$ cat config.mk
export PLATFORM = sky130hd
export DESIGN_NAME = glitch_tolerant_pulse_finder_top_flat
export DESIGN_NICKNAME = d
export VERILOG_FILES = /design/src/hdl/gtpf_pkg.sv /design/src/hdl/gtpf_if.sv /design/src/hdl/gtpf_remdiv.sv /design/src/hdl/gtpf_datapath.sv /design/src/hdl/gtpf_ctrl.sv /design/src/hdl/glitch_tolerant_pulse_finder_top.sv /design/src/flat_wrapper.sv
export SDC_FILE = /design/constraint.sdc
export NUM_CORES = 1
export LEC_CHECK = 0
export BUFFER_PORTS_ARGS = -buffer_cell sky130_fd_sc_hd__buf_2
export CAP_MARGIN = 20
export CORE_MARGIN = 1
export CORE_UTILIZATION = 25
export DETAILED_ROUTE_END_ITERATION = 7
export HOLD_SLACK_MARGIN = 0.06
export SLEW_MARGIN = 20
export SYNTH_ARGS = -nofsm -noshare
export SYNTH_HDL_FRONTEND = slang
export SYNTH_SLANG_ARGS = --single-unit
$ cat constraint.sdc
create_clock -name clk -period 8.21 [get_ports clk]
set_input_delay 0.4105 -clock clk [delete_from_list [all_inputs] [get_ports clk]]
set_output_delay 0.4105 -clock clk [all_outputs]
set_load 0.05 [all_outputs]
$ cat src/hdl/gtpf_pkg.sv
// Package for the glitch-tolerant pulse finder.
// Holds widths, configuration register indexes, controller states and the
// command/status structs shared by the controller and the datapath.
package gtpf_pkg;

    localparam int IDX_W_DEF = 32;
    localparam int CFG_W     = 16;
    localparam int CFG_IDX_W = 8;
    localparam int OUT_W     = 32;

    localparam logic [CFG_IDX_W-1:0] REG_SAMPLES_PER_SYMBOL = CFG_IDX_W'(0);
    localparam logic [CFG_IDX_W-1:0] REG_ERROR_TOLERANCE    = CFG_IDX_W'(1);

    typedef enum logic [2:0] {
        ST_IDLE,
        ST_CHK_CLOSE,
        ST_WAIT_CLOSE,
        ST_CHK_LAST,
        ST_WAIT_LAST,
        ST_EMIT
    } gtpf_state_t;

    typedef struct packed {
        logic take;        // latch the item and update pulse state
        logic div_close;   // start length check on the closed pulse
        logic load_last;   // capture trailing pulse and start its check
        logic push_close;  // keep closed pulse result if length is valid
        logic push_last;   // keep trailing pulse result if length is valid
        logic clear;       // return pulse state to reset
        logic emit;        // present pending results
    } gtpf_cmd_t;

    typedef struct packed {
        logic close;
        logic last;
        logic seen;
        logic div_done;
        logic pending;
    } gtpf_stat_t;

endpackage

$ cat src/hdl/gtpf_if.sv
// Handshake channel interfaces of the pulse finder: item input, result output
// and configuration write. Depends on gtpf_pkg for field widths.
interface gtpf_item_if;
    logic valid;
    logic ready;
    logic sample;
    logic end_of_capture;

    modport source (output valid, sample, end_of_capture, input ready);
    modport sink (input valid, sample, end_of_capture, output ready);
endinterface

interface gtpf_result_if import gtpf_pkg::*; ();
    logic             valid;
    logic             ready;
    logic [OUT_W-1:0] pulse_start;
    logic [OUT_W-1:0] pulse_end;
    logic             last_in_run;

    modport source (output valid, pulse_start, pulse_end, last_in_run, input ready);
    modport sink (input valid, pulse_start, pulse_end, last_in_run, output ready);
endinterface

interface gtpf_cfg_if import gtpf_pkg::*; ();
    logic                 valid;
    logic                 ready;
    logic [CFG_IDX_W-1:0] index;
    logic [CFG_W-1:0]     data;

    modport source (output valid, index, data, input ready);
    modport sink (input valid, index, data, output ready);
endinterface

$ cat src/hdl/gtpf_remdiv.sv
// Bit-serial restoring divider that returns the remainder of an index-wide
// dividend by a 16-bit nonzero divisor, one dividend bit per cycle. Uses gtpf_pkg.
module gtpf_remdiv
    import gtpf_pkg::*;
#(
    parameter int IW = IDX_W_DEF
)
(
    input  logic             clk,
    input  logic             rst_n,
    input  logic             start,
    input  logic [IW-1:0]    dividend,
    input  logic [CFG_W-1:0] divisor,
    output logic             done,
    output logic [CFG_W-1:0] remainder
);

    localparam int CW = $clog2(IW);

    logic             busy_reg, busy_next;
    logic             done_reg, done_next;
    logic [CW-1:0]    cnt_reg, cnt_next;
    logic [IW-1:0]    dsh_reg, dsh_next;
    logic [CFG_W-1:0] rem_reg, rem_next;

    logic [CFG_W:0]   trial;
    logic [CFG_W:0]   diff;
    logic             ge;

    always_comb
    begin
        trial = {rem_reg, dsh_reg[IW-1]};
        diff  = trial - {1'b0, divisor};
        ge    = trial >= {1'b0, divisor};

        busy_next = busy_reg;
        done_next = 1'b0;
        cnt_next  = cnt_reg;
        dsh_next  = dsh_reg;
        rem_next  = rem_reg;
        if (start)
        begin
            busy_next = 1'b1;
            cnt_next  = CW'(IW - 1);
            dsh_next  = dividend;
            rem_next  = '0;
        end
        else if (busy_reg)
        begin
            rem_next = ge ? diff[CFG_W-1:0] : trial[CFG_W-1:0];
            dsh_next = {dsh_reg[IW-2:0], 1'b0};
            if (cnt_reg == '0)
            begin
                busy_next = 1'b0;
                done_next = 1'b1;
            end
            else
            begin
                cnt_next = cnt_reg - 1'b1;
            end
        end
    end

    always_ff @(posedge clk or negedge rst_n)
    begin
        if (!rst_n)
        begin
            busy_reg <= 1'b0;
            done_reg <= 1'b0;
            cnt_reg  <= '0;
        end
        else
        begin
            busy_reg <= busy_next;
            done_reg <= done_next;
            cnt_reg  <= cnt_next;
        end
    end

    always_ff @(posedge clk)
    begin
        dsh_reg <= dsh_next;
        rem_reg <= rem_next;
    end

    assign done      = done_reg;
    assign remainder = rem_reg;

endmodule

$ cat src/hdl/gtpf_datapath.sv
// Datapath of the pulse finder: configuration registers, pulse state counters,
// the two result slots and the remainder divider. Uses gtpf_pkg, gtpf_remdiv.
module gtpf_datapath
    import gtpf_pkg::*;
#(
    parameter int IW = IDX_W_DEF
)
(
    input  logic                 clk,
    input  logic                 rst_n,
    input  gtpf_cmd_t            cmd,
    output gtpf_stat_t           stat,
    input  logic                 sample,
    input  logic                 end_of_capture,
    input  logic                 cfg_valid,
    input  logic [CFG_IDX_W-1:0] cfg_index,
    input  logic [CFG_W-1:0]     cfg_data,
    output logic                 out_valid,
    input  logic                 out_ready,
    output logic [OUT_W-1:0]     pulse_start,
    output logic [OUT_W-1:0]     pulse_end,
    output logic                 last_in_run
);

    localparam logic [IW-1:0] IDX_MAX = {IW{1'b1}};

    logic [CFG_W-1:0] spb_reg, spb_next;
    logic [CFG_W-1:0] tol_reg, tol_next;

    logic          seen_reg, seen_next;
    logic [IW-1:0] start_reg, start_next;
    logic [IW-1:0] hlen_reg, hlen_next;
    logic [IW-1:0] gap_reg, gap_next;
    logic [IW-1:0] pos_reg, pos_next;
    logic          close_reg, close_next;
    logic          last_reg, last_next;

    logic [IW-1:0] dlen_reg, dlen_next;
    logic [IW-1:0] r1_start_reg, r1_start_next;
    logic [IW-1:0] r1_end_reg, r1_end_next;
    logic [IW-1:0] r2_start_reg, r2_start_next;
    logic [IW-1:0] r2_end_reg, r2_end_next;
    logic          v1_reg, v1_next;
    logic          v2_reg, v2_next;

    logic [CFG_W-1:0] sym;
    logic [IW-1:0]    tol_ext;
    logic             gap_ok;
    logic [IW:0]      merge_sum;
    logic [IW-1:0]    merge_len;
    logic [IW-1:0]    gap_inc;
    logic [IW-1:0]    pos_inc;
    logic [IW:0]      back;
    logic [IW-1:0]    end_close;
    logic [IW-1:0]    end_last;
    logic             div_go;
    logic [IW-1:0]    div_operand;
    logic             div_done;
    logic [CFG_W-1:0] rem;
    logic [CFG_W:0]   sym_minus_rem;
    logic             len_ok;
    logic             pop;

    // A zero symbol length acts as one.
    assign sym     = (spb_reg == '0) ? CFG_W'(1) : spb_reg;
    assign tol_ext = IW'(tol_reg);
    assign gap_ok  = gap_reg <= tol_ext;

    assign merge_sum = {1'b0, hlen_reg} + {1'b0, gap_reg} + (IW+1)'(1);
    assign merge_len = merge_sum[IW] ? IDX_MAX : merge_sum[IW-1:0];
    assign gap_inc   = (gap_reg == IDX_MAX) ? IDX_MAX : gap_reg + 1'b1;
    assign pos_inc   = (pos_reg == IDX_MAX) ? IDX_MAX : pos_reg + 1'b1;

    assign back      = {1'b0, gap_reg} + (IW+1)'(1);
    assign end_close = ({1'b0, pos_reg} >= back) ? pos_reg - back[IW-1:0] : '0;
    assign end_last  = (pos_reg >= gap_reg) ? pos_reg - gap_reg : '0;

    assign div_go      = cmd.div_close | cmd.load_last;
    assign div_operand = cmd.load_last ? hlen_reg : dlen_reg;

    gtpf_remdiv #(
        .IW(IW)
    ) u_remdiv (
        .clk       (clk),
        .rst_n     (rst_n),
        .start     (div_go),
        .dividend  (div_operand),
        .divisor   (sym),
        .done      (div_done),
        .remainder (rem)
    );

    // Valid if within tolerance of n * symbol for some n >= 1.
    assign sym_minus_rem = {1'b0, sym} - {1'b0, rem};
    assign len_ok = ((dlen_reg >= IW'(sym)) && (rem <= tol_reg))
                    || (sym_minus_rem <= {1'b0, tol_reg});

    assign out_valid   = cmd.emit & (v1_reg | v2_reg);
    assign pulse_start = v1_reg ? OUT_W'(r1_start_reg) : OUT_W'(r2_start_reg);
    assign pulse_end   = v1_reg ? OUT_W'(r1_end_reg) : OUT_W'(r2_end_reg);
    assign last_in_run = v1_reg ? ~v2_reg : 1'b1;
    assign pop         = out_valid & out_ready;

    always_comb
    begin
        spb_next = spb_reg;
        tol_next = tol_reg;
        if (cfg_valid)
        begin
            if (cfg_index == REG_SAMPLES_PER_SYMBOL)
            begin
                spb_next = cfg_data;
            end
            else if (cfg_index == REG_ERROR_TOLERANCE)
            begin
                tol_next = cfg_data;
            end
        end
    end

    always_comb
    begin
        seen_next     = seen_reg;
        start_next    = start_reg;
        hlen_next     = hlen_reg;
        gap_next      = gap_reg;
        pos_next      = pos_reg;
        close_next    = close_reg;
        last_next     = last_reg;
        dlen_next     = dlen_reg;
        r1_start_next = r1_start_reg;
        r1_end_next   = r1_end_reg;
        r2_start_next = r2_start_reg;
        r2_end_next   = r2_end_reg;
        v1_next       = v1_reg;
        v2_next       = v2_reg;

        if (cmd.take)
        begin
            last_next     = end_of_capture;
            close_next    = 1'b0;
            dlen_next     = hlen_reg;
            r1_start_next = start_reg;
            r1_end_next   = end_close;
            if (!seen_reg)
            begin
                if (sample)
                begin
                    seen_next  = 1'b1;
                    start_next = pos_reg;
                    hlen_next  = IW'(1);
                    gap_next   = '0;
                end
            end
            else if (sample)
            begin
                if (gap_ok)
                begin
                    hlen_next = merge_len;
                    gap_next  = '0;
                end
                else
                begin
                    close_next = 1'b1;
                    start_next = pos_reg;
                    hlen_next  = IW'(1);
                    gap_next   = '0;
                end
            end
            else
            begin
                gap_next = gap_inc;
            end
            // Hold the position on the last item; it is still needed for the end index.
            if (!end_of_capture)
            begin
                pos_next = pos_inc;
            end
        end

        if (cmd.load_last)
        begin
            dlen_next     = hlen_reg;
            r2_start_next = start_reg;
            r2_end_next   = end_last;
        end

        if (cmd.push_close)
        begin
            v1_next = len_ok;
        end
        if (cmd.push_last)
        begin
            v2_next = len_ok;
        end

        if (cmd.clear)
        begin
            seen_next  = 1'b0;
            start_next = '0;
            hlen_next  = '0;
            gap_next   = '0;
            pos_next   = '0;
        end

        if (pop)
        begin
            if (v1_reg)
            begin
                v1_next = 1'b0;
            end
            else
            begin
                v2_next = 1'b0;
            end
        end
    end

    always_ff @(posedge clk or negedge rst_n)
    begin
        if (!rst_n)
        begin
            spb_reg   <= CFG_W'(1);
            tol_reg   <= '0;
            seen_reg  <= 1'b0;
            start_reg <= '0;
            hlen_reg  <= '0;
            gap_reg   <= '0;
            pos_reg   <= '0;
            close_reg <= 1'b0;
            last_reg  <= 1'b0;
            v1_reg    <= 1'b0;
            v2_reg    <= 1'b0;
        end
        else
        begin
            spb_reg   <= spb_next;
            tol_reg   <= tol_next;
            seen_reg  <= seen_next;
            start_reg <= start_next;
            hlen_reg  <= hlen_next;
            gap_reg   <= gap_next;
            pos_reg   <= pos_next;
            close_reg <= close_next;
            last_reg  <= last_next;
            v1_reg    <= v1_next;
            v2_reg    <= v2_next;
        end
    end

    always_ff @(posedge clk)
    begin
        dlen_reg     <= dlen_next;
        r1_start_reg <= r1_start_next;
        r1_end_reg   <= r1_end_next;
        r2_start_reg <= r2_start_next;
        r2_end_reg   <= r2_end_next;
    end

    assign stat.close    = close_reg;
    assign stat.last     = last_reg;
    assign stat.seen     = seen_reg;
    assign stat.div_done = div_done;
    assign stat.pending  = v1_reg | v2_reg;

endmodule

$ cat src/hdl/gtpf_ctrl.sv
// Controller state machine of the pulse finder: sequences item intake, the
// length checks and result delivery. Uses gtpf_pkg.
module gtpf_ctrl
    import gtpf_pkg::*;
(
    input  logic       clk,
    input  logic       rst_n,
    input  logic       item_valid,
    output logic       item_ready,
    input  gtpf_stat_t stat,
    output gtpf_cmd_t  cmd
);

    gtpf_state_t state_reg, state_next;

    always_ff @(posedge clk or negedge rst_n)
    begin
        if (!rst_n)
        begin
            state_reg <= ST_IDLE;
        end
        else
        begin
            state_reg <= state_next;
        end
    end

    always_comb
    begin
        state_next = state_reg;
        cmd        = '0;
        item_ready = 1'b0;
        unique case (state_reg)
            ST_IDLE:
            begin
                item_ready = 1'b1;
                if (item_valid)
                begin
                    cmd.take   = 1'b1;
                    state_next = ST_CHK_CLOSE;
                end
            end
            ST_CHK_CLOSE:
            begin
                if (stat.close)
                begin
                    cmd.div_close = 1'b1;
                    state_next    = ST_WAIT_CLOSE;
                end
                else
                begin
                    state_next = ST_CHK_LAST;
                end
            end
            ST_WAIT_CLOSE:
            begin
                if (stat.div_done)
                begin
                    cmd.push_close = 1'b1;
                    state_next     = ST_CHK_LAST;
                end
            end
            ST_CHK_LAST:
            begin
                priority if (stat.last && stat.seen)
                begin
                    cmd.load_last = 1'b1;
                    state_next    = ST_WAIT_LAST;
                end
                else if (stat.last)
                begin
                    cmd.clear  = 1'b1;
                    state_next = ST_EMIT;
                end
                else
                begin
                    state_next = ST_EMIT;
                end
            end
            ST_WAIT_LAST:
            begin
                if (stat.div_done)
                begin
                    cmd.push_last = 1'b1;
                    cmd.clear     = 1'b1;
                    state_next    = ST_EMIT;
                end
            end
            ST_EMIT:
            begin
                cmd.emit = 1'b1;
                if (!stat.pending)
                begin
                    state_next = ST_IDLE;
                end
            end
            default:
            begin
                state_next = ST_IDLE;
            end
        endcase
    end

endmodule

$ cat src/hdl/glitch_tolerant_pulse_finder_top.sv
// Glitch-tolerant pulse finder, top level.
// Item channel (item_in): one line sample and an end-of-capture flag per item.
// Result channel (result_out): start and end index of each valid pulse, with
//   last_in_run set on the final result caused by an item; an item causes
//   zero, one or two results.
// Configuration (cfg): index 0 samples_per_symbol, index 1 error_tolerance;
//   always ready. Write it only while no item is in flight; the block itself
//   leaves this to the user.
// One item is processed at a time. An item that needs no length check and
// causes no result passes through the check-close, check-last and emit states
// before the item channel is ready again. Each length check (on a high sample
// after a long gap, and on end of capture with an open pulse) runs the serial
// remainder divider, which holds the controller until the remainder is done.
// Results are held in two output slots until taken; while result_out.ready is
// low the block holds them and accepts no new item.
// Reset clears the pulse state and sets samples_per_symbol to 1 and
// error_tolerance to 0; no clearing pass follows.
module glitch_tolerant_pulse_finder_top
    import gtpf_pkg::*;
#(
    parameter int INDEX_WIDTH = IDX_W_DEF
)
(
    input  logic          clk,
    input  logic          rst_n,
    gtpf_item_if.sink     item_in,
    gtpf_result_if.source result_out,
    gtpf_cfg_if.sink      cfg
);

    gtpf_cmd_t  cmd;
    gtpf_stat_t stat;
    logic       item_ready;

    assign item_in.ready = item_ready;
    assign cfg.ready     = 1'b1;

    gtpf_ctrl u_ctrl (
        .clk        (clk),
        .rst_n      (rst_n),
        .item_valid (item_in.valid),
        .item_ready (item_ready),
        .stat       (stat),
        .cmd        (cmd)
    );

    gtpf_datapath #(
        .IW(INDEX_WIDTH)
    ) u_datapath (
        .clk            (clk),
        .rst_n          (rst_n),
        .cmd            (cmd),
        .stat           (stat),
        .sample         (item_in.sample),
        .end_of_capture (item_in.end_of_capture),
        .cfg_valid      (cfg.valid),
        .cfg_index      (cfg.index),
        .cfg_data       (cfg.data),
        .out_valid      (result_out.valid),
        .out_ready      (result_out.ready),
        .pulse_start    (result_out.pulse_start),
        .pulse_end      (result_out.pulse_end),
        .last_in_run    (result_out.last_in_run)
    );

endmodule

$ cat src/flat_wrapper.sv
// flat-port wrapper written by rule: the top's interface ports become plain ports
module glitch_tolerant_pulse_finder_top_flat import gtpf_pkg::*;
#(
    parameter int INDEX_WIDTH = IDX_W_DEF
)
  (clk, rst_n, item_in_valid, item_in_sample, item_in_end_of_capture, item_in_ready, result_out_valid, result_out_pulse_start, result_out_pulse_end, result_out_last_in_run, result_out_ready, cfg_valid, cfg_index, cfg_data, cfg_ready);
  gtpf_item_if item_in_i ();
  gtpf_result_if result_out_i ();
  gtpf_cfg_if cfg_i ();
  input  logic clk;
  input  logic rst_n;
  input wire logic [$bits(item_in_i.valid)-1:0] item_in_valid;
  input wire logic [$bits(item_in_i.sample)-1:0] item_in_sample;
  input wire logic [$bits(item_in_i.end_of_capture)-1:0] item_in_end_of_capture;
  output wire logic [$bits(item_in_i.ready)-1:0] item_in_ready;
  output wire logic [$bits(result_out_i.valid)-1:0] result_out_valid;
  output wire logic [$bits(result_out_i.pulse_start)-1:0] result_out_pulse_start;
  output wire logic [$bits(result_out_i.pulse_end)-1:0] result_out_pulse_end;
  output wire logic [$bits(result_out_i.last_in_run)-1:0] result_out_last_in_run;
  input wire logic [$bits(result_out_i.ready)-1:0] result_out_ready;
  input wire logic [$bits(cfg_i.valid)-1:0] cfg_valid;
  input wire logic [$bits(cfg_i.index)-1:0] cfg_index;
  input wire logic [$bits(cfg_i.data)-1:0] cfg_data;
  output wire logic [$bits(cfg_i.ready)-1:0] cfg_ready;
  assign item_in_i.valid = item_in_valid;
  assign item_in_i.sample = item_in_sample;
  assign item_in_i.end_of_capture = item_in_end_of_capture;
  assign item_in_ready = item_in_i.ready;
  assign result_out_valid = result_out_i.valid;
  assign result_out_pulse_start = result_out_i.pulse_start;
  assign result_out_pulse_end = result_out_i.pulse_end;
  assign result_out_last_in_run = result_out_i.last_in_run;
  assign result_out_i.ready = result_out_ready;
  assign cfg_i.valid = cfg_valid;
  assign cfg_i.index = cfg_index;
  assign cfg_i.data = cfg_data;
  assign cfg_ready = cfg_i.ready;
  glitch_tolerant_pulse_finder_top #(.INDEX_WIDTH(INDEX_WIDTH)) u_core (.clk(clk), .rst_n(rst_n), .item_in(item_in_i), .result_out(result_out_i), .cfg(cfg_i));
endmodule
==> results_tabular.tex <==
\begin{tabular}{lr}
\hline
Metric & Value \\
\hline
\multicolumn{2}{l}{\textbf{Status}} \\
\quad Outcome & complete, no violations \\
\multicolumn{2}{l}{\textbf{Routing}} \\
\quad Via count of the routed design & 19,500 \\
\quad Total DRC errors in the routed layout & 0 \\
\quad Average via count per standard cell & 5.00 \\
\quad Antenna-violating nets left & 0 \\
\quad Detailed Route WL & 70,300 um \\
\quad Number of detailed-route iterations in the first pass & 5 \\
\quad Starting DRT DRC Count & 1,359 \\
\quad Routed len/inst & 18.0 um \\
\multicolumn{2}{l}{\textbf{Layout}} \\
\quad Most frequent cells in the layout & 245 x sky130\_fd\_sc\_hd\_\_nand2\_1, 234 x sky130\_fd\_sc\_hd\_\_nor2\_1, 197 x sky130\_fd\_sc\_hd\_\_ha\_1 \\
\quad Final Non-Filler Cells & 3,905 \\
\quad Final net count & 2,838 \\
\quad Final cell utilization of the core & 29.0\% \\
\quad Diode insertion count for antenna repair & 0 \\
\quad Fraction of layout instances using a drive strength above 1 & 12.1\% \\
\quad Synthesis-to-finish area growth & 14.1\% \\
\quad Most common library cell in the layout ignoring fill and taps & sky130\_fd\_sc\_hd\_\_nand2\_1 \\
\multicolumn{2}{l}{\textbf{Clocking}} \\
\quad Post-CTS setup-driven buffer insertion count & 0 \\
\quad Clock edge transition at the registers on the reported setup and hold paths & 0.06 ns \\
\quad Root Driver & sky130\_fd\_sc\_hd\_\_clkbuf\_16 \\
\quad Number of buffers between clock root and the deepest sink & 3 \\
\quad Clock insertion delay at the later pin of the skew report & 0.58 ns \\
\quad TritonCTS Sinks & 383 \\
\quad Number of buffers added to fix hold violations after cts & 7 \\
\quad CTS H-tree lvls & 2 \\
\quad Number of buffers created by CTS & 43 \\
\quad Post-CTS resize count & 0 \\
\quad CTS tree & done \\
\multicolumn{2}{l}{\textbf{STA}} \\
\quad Worst hold slack after final layout & 0.0836 ns \\
\quad Number of setup violations in the final report & 0 \\
\quad Hold violation count in the final report & 0 \\
\quad Accumulated negative setup slack & 0 ns \\
\quad Final Max Tran Viols & 0 \\
\quad Worst-Margin Slew & 0.979 ns \\
\quad Time the final worst path needs with I/O delays and setup & 5.17 ns \\
\quad Post-route clock period utilization & 63.0\% \\
\quad Unrepaired setup endpoints after global routing & no \\
\quad F\_max & 193 MHz \\
\quad Max-Slew Margin vs Limit & 34.7\% \\
\quad Layout Skew & 0.0313 ns \\
\multicolumn{2}{l}{\textbf{Worst setup path}} \\
\quad Total buffers and inverters traversed by the critical path & 1 \\
\quad Most Frequent Cell on Critical Path & sky130\_fd\_sc\_hd\_\_o21ai\_0 \\
\quad Launching point of the worst reg2reg path & u\_core.u\_datapath.spb\_reg[1] \\
\quad Critical Path Slowest Stage Cell & sky130\_fd\_sc\_hd\_\_o21ai\_0 \\
\quad CP peak stage delay & 0.49 ns \\
\quad Worst EP required & 8.67 ns \\
\quad Peak fanout along the critical path & 5 \\
\quad Launching element type of the critical path & flip-flop \\
\quad CP endpoint kind & flip-flop \\
\quad Kind of cell with the highest combined delay on the critical path & compound AO/OA/AOI/OAI gates \\
\quad Data arrival time of the worst path & 5.63 ns \\
\quad CP Class & flip-flop to flip-flop \\
\quad CP Cell Sequence & nor4\_1 > a41o\_1 > inv\_1 > ha\_1 > fa\_1 > nor2b\_1 > o21ai\_0 > nand2b\_1 > a31oi\_1 > o21ai\_0 > a21o\_1 > a21oi\_1 > xnor2\_1 > ha\_1 > a21o\_1 > a21oi\_1 > nor2b\_1 > o21ai\_0 > nand2b\_1 > a2111oi\_0 > nor3\_1 > o31a\_1 > a41oi\_1 \\
\quad Timing startpoint of the critical path & u\_core.u\_datapath.spb\_reg[1] \\
\multicolumn{2}{l}{\textbf{Global route}} \\
\quad Grt ovf & 0 \\
\quad Initial antenna violation count & 1 \\
\quad GR Util All Layers & 14.1\% \\
\quad Global-route wire length before repair & 109,000 um \\
\quad Largest net degree at the start of global routing & 109 \\
\quad Via count of the first global-routing pass & 18,600 \\
\multicolumn{2}{l}{\textbf{Pwr}} \\
\quad P per Cell Area & 339 nW/um2 \\
\quad Leakage & 11.8 nW \\
\quad Worst IR drop on VDD & 180 uV \\
\quad Overall power after layout & 9.38 mW \\
\multicolumn{2}{l}{\textbf{Yosys}} \\
\quad Number of warnings reported in the yosys synthesis log & 0 \\
\quad Number of synthesized register bits & 383 \\
\quad Share of synthesized area occupied by flip-flops and latches & 43.1\% \\
\quad Synth async-reset ratio & 45.7\% \\
\quad Synth Flop Type & sky130\_fd\_sc\_hd\_\_edfxtp\_1 \\
\quad Post-synthesis instance total & 2,543 \\
\quad Number of flops mapped to enable cells by yosys & 192 \\
\quad Number of distinct library cells after synthesis & 91 \\
\quad Synth Cell Area & 24,300 um2 \\
\quad Number of nets in the synthesized netlist & 2,776 \\
\quad Post-synthesis average cell area & 9.55 um2 \\
\multicolumn{2}{l}{\textbf{Floorplanning}} \\
\quad Standard-cell row count & 113 \\
\quad Initial core utilization & 25.4\% \\
\quad Floorplan die width & 314 um \\
\quad Chip height & 314 um \\
\quad Area of the core region & 95,600 um2 \\
\quad Number of placed I/O pins & 99 \\
\quad Die Footprint & 98,400 um2 \\
\multicolumn{2}{l}{\textbf{Placed design}} \\
\quad Cell Count Post-Placement & 3,817 \\
\quad Final RePlAce weighted congestion & 0.932 \\
\quad Count of buffers inserted at the top-level ports & 97 \\
\quad Post-DP HPWL & 52,700 um \\
\multicolumn{2}{l}{\textbf{Min path}} \\
\quad Launch instance of the worst min-delay path & cfg\_data[14] \\
\quad Path class of the lowest-slack min-delay path & primary input to flip-flop \\
\multicolumn{2}{l}{\textbf{Run}} \\
\quad Max-capacitance violation count & 0 \\
\hline
\end{tabular}
-- worst min-delay path: stages --
cell,delay [ns]
sky130_fd_sc_hd__buf_2,0.09
sky130_fd_sc_hd__nand2_1,0.06
sky130_fd_sc_hd__o21ai_0,0.07
-- cell usage after synthesis (12+ instances only) --
| cell type | n | area, um2 |
|---|---|---|
| sky130_fd_sc_hd__nor2b_1 | 29 | 181 |
| sky130_fd_sc_hd__a31oi_1 | 59 | 369 |
| sky130_fd_sc_hd__edfxtp_1 | 192 | 5770 |
| sky130_fd_sc_hd__nor2_1 | 236 | 886 |
| sky130_fd_sc_hd__clkbuf_1 | 84 | 315 |
| sky130_fd_sc_hd__a21oi_1 | 196 | 981 |
| sky130_fd_sc_hd__o21a_1 | 30 | 225 |
| sky130_fd_sc_hd__inv_1 | 130 | 488 |
| sky130_fd_sc_hd__nor3_1 | 60 | 300 |
| sky130_fd_sc_hd__nand2b_1 | 18 | 113 |
| sky130_fd_sc_hd__or3_1 | 17 | 106 |
| sky130_fd_sc_hd__nand4_1 | 29 | 181 |
| sky130_fd_sc_hd__nand2_1 | 246 | 923 |
| sky130_fd_sc_hd__nand3_1 | 60 | 300 |
| sky130_fd_sc_hd__and3_1 | 27 | 169 |
| sky130_fd_sc_hd__o21ai_0 | 165 | 826 |
| sky130_fd_sc_hd__a22o_1 | 32 | 280 |
| sky130_fd_sc_hd__xor2_1 | 46 | 403 |
| sky130_fd_sc_hd__a211oi_1 | 25 | 188 |
| sky130_fd_sc_hd__mux2_2 | 83 | 935 |
| sky130_fd_sc_hd__nor4_1 | 28 | 175 |
| sky130_fd_sc_hd__dfrtp_1 | 174 | 4350 |
| sky130_fd_sc_hd__ha_1 | 197 | 2460 |
| sky130_fd_sc_hd__dfxtp_1 | 16 | 320 |
| sky130_fd_sc_hd__xnor2_1 | 78 | 683 |
| sky130_fd_sc_hd__o211ai_1 | 14 | 105 |
| sky130_fd_sc_hd__or2_2 | 12 | 75.1 |
| sky130_fd_sc_hd__a21o_1 | 64 | 480 |
-- final timing paths --
check	slack, ns	cells past startpoint	to
worst max-delay path	3.04	23	u_core.u_datapath.v1_reg
worst min-delay path	0.08	3	u_core.u_datapath.spb_reg[14]
worst max register to register	3.04	23	u_core.u_datapath.v1_reg
worst min register to register	0.48	0	u_core.u_datapath.r2_start_reg[31]
max in group asynchronous	6.02	3	u_core.u_datapath.v1_reg
min in group asynchronous	0.53	2	u_core.u_datapath.pos_reg[30]
-- routing by layer --
| metal | global-route usage (%) | up-vias | wire length, um | part of all wire (%) |
|---|---|---|---|---|
| met5 | 0 | - | 8 | 0.011 |
| met4 | 3.80 | 2 | 1640 | 2.3 |
| met3 | 1.94 | 98 | 3110 | 4.4 |
| met2 | 23.5 | 460 | 33500 | 48 |
| met1 | 19.0 | 9515 | 32000 | 46 |
| li1 | - | 9431 | - | - |
-- layout make-up --
class / count / area [um2]
Tap cell: 1265 / 1580
Multi-Input combinational cell: 1922 / 12900
Sequential cell: 383 / 10500
Timing Repair Buffer: 124 / 718
Clock inverter: 24 / 292
Inverter: 131 / 495
Clock buffer: 56 / 1240
Fill cell: 10100 / 67900
-- where the power goes --
group          switching [mW]  leakage, nW  internal [mW]
clock                   0.852        0.739           1.24
combinational            2.84         6.76           1.55
sequential              0.256         4.32           2.65
-- stage by stage --
step	cell area (um2)	setup slack, ns
floorplan	24300	3.78
global placement	26100	2.99
detailed placement	26100	3.14
CTS	27700	3.07
global route	27700	2.62
finish	27700	3.04
-- kinds of logic after synthesis --
| kind of cell | synth area share [%] |
|---|---|
| xor+xnor | 4.47 |
| flops | 43.1 |
| mux | 4.06 |
| buf+inv | 3.88 |
| other cells | 0.0154 |
| compound gates | 17.8 |
| simple gates | 16.1 |
| fa+ha+maj | 10.6 |
(Power assumes the default switching activity.)
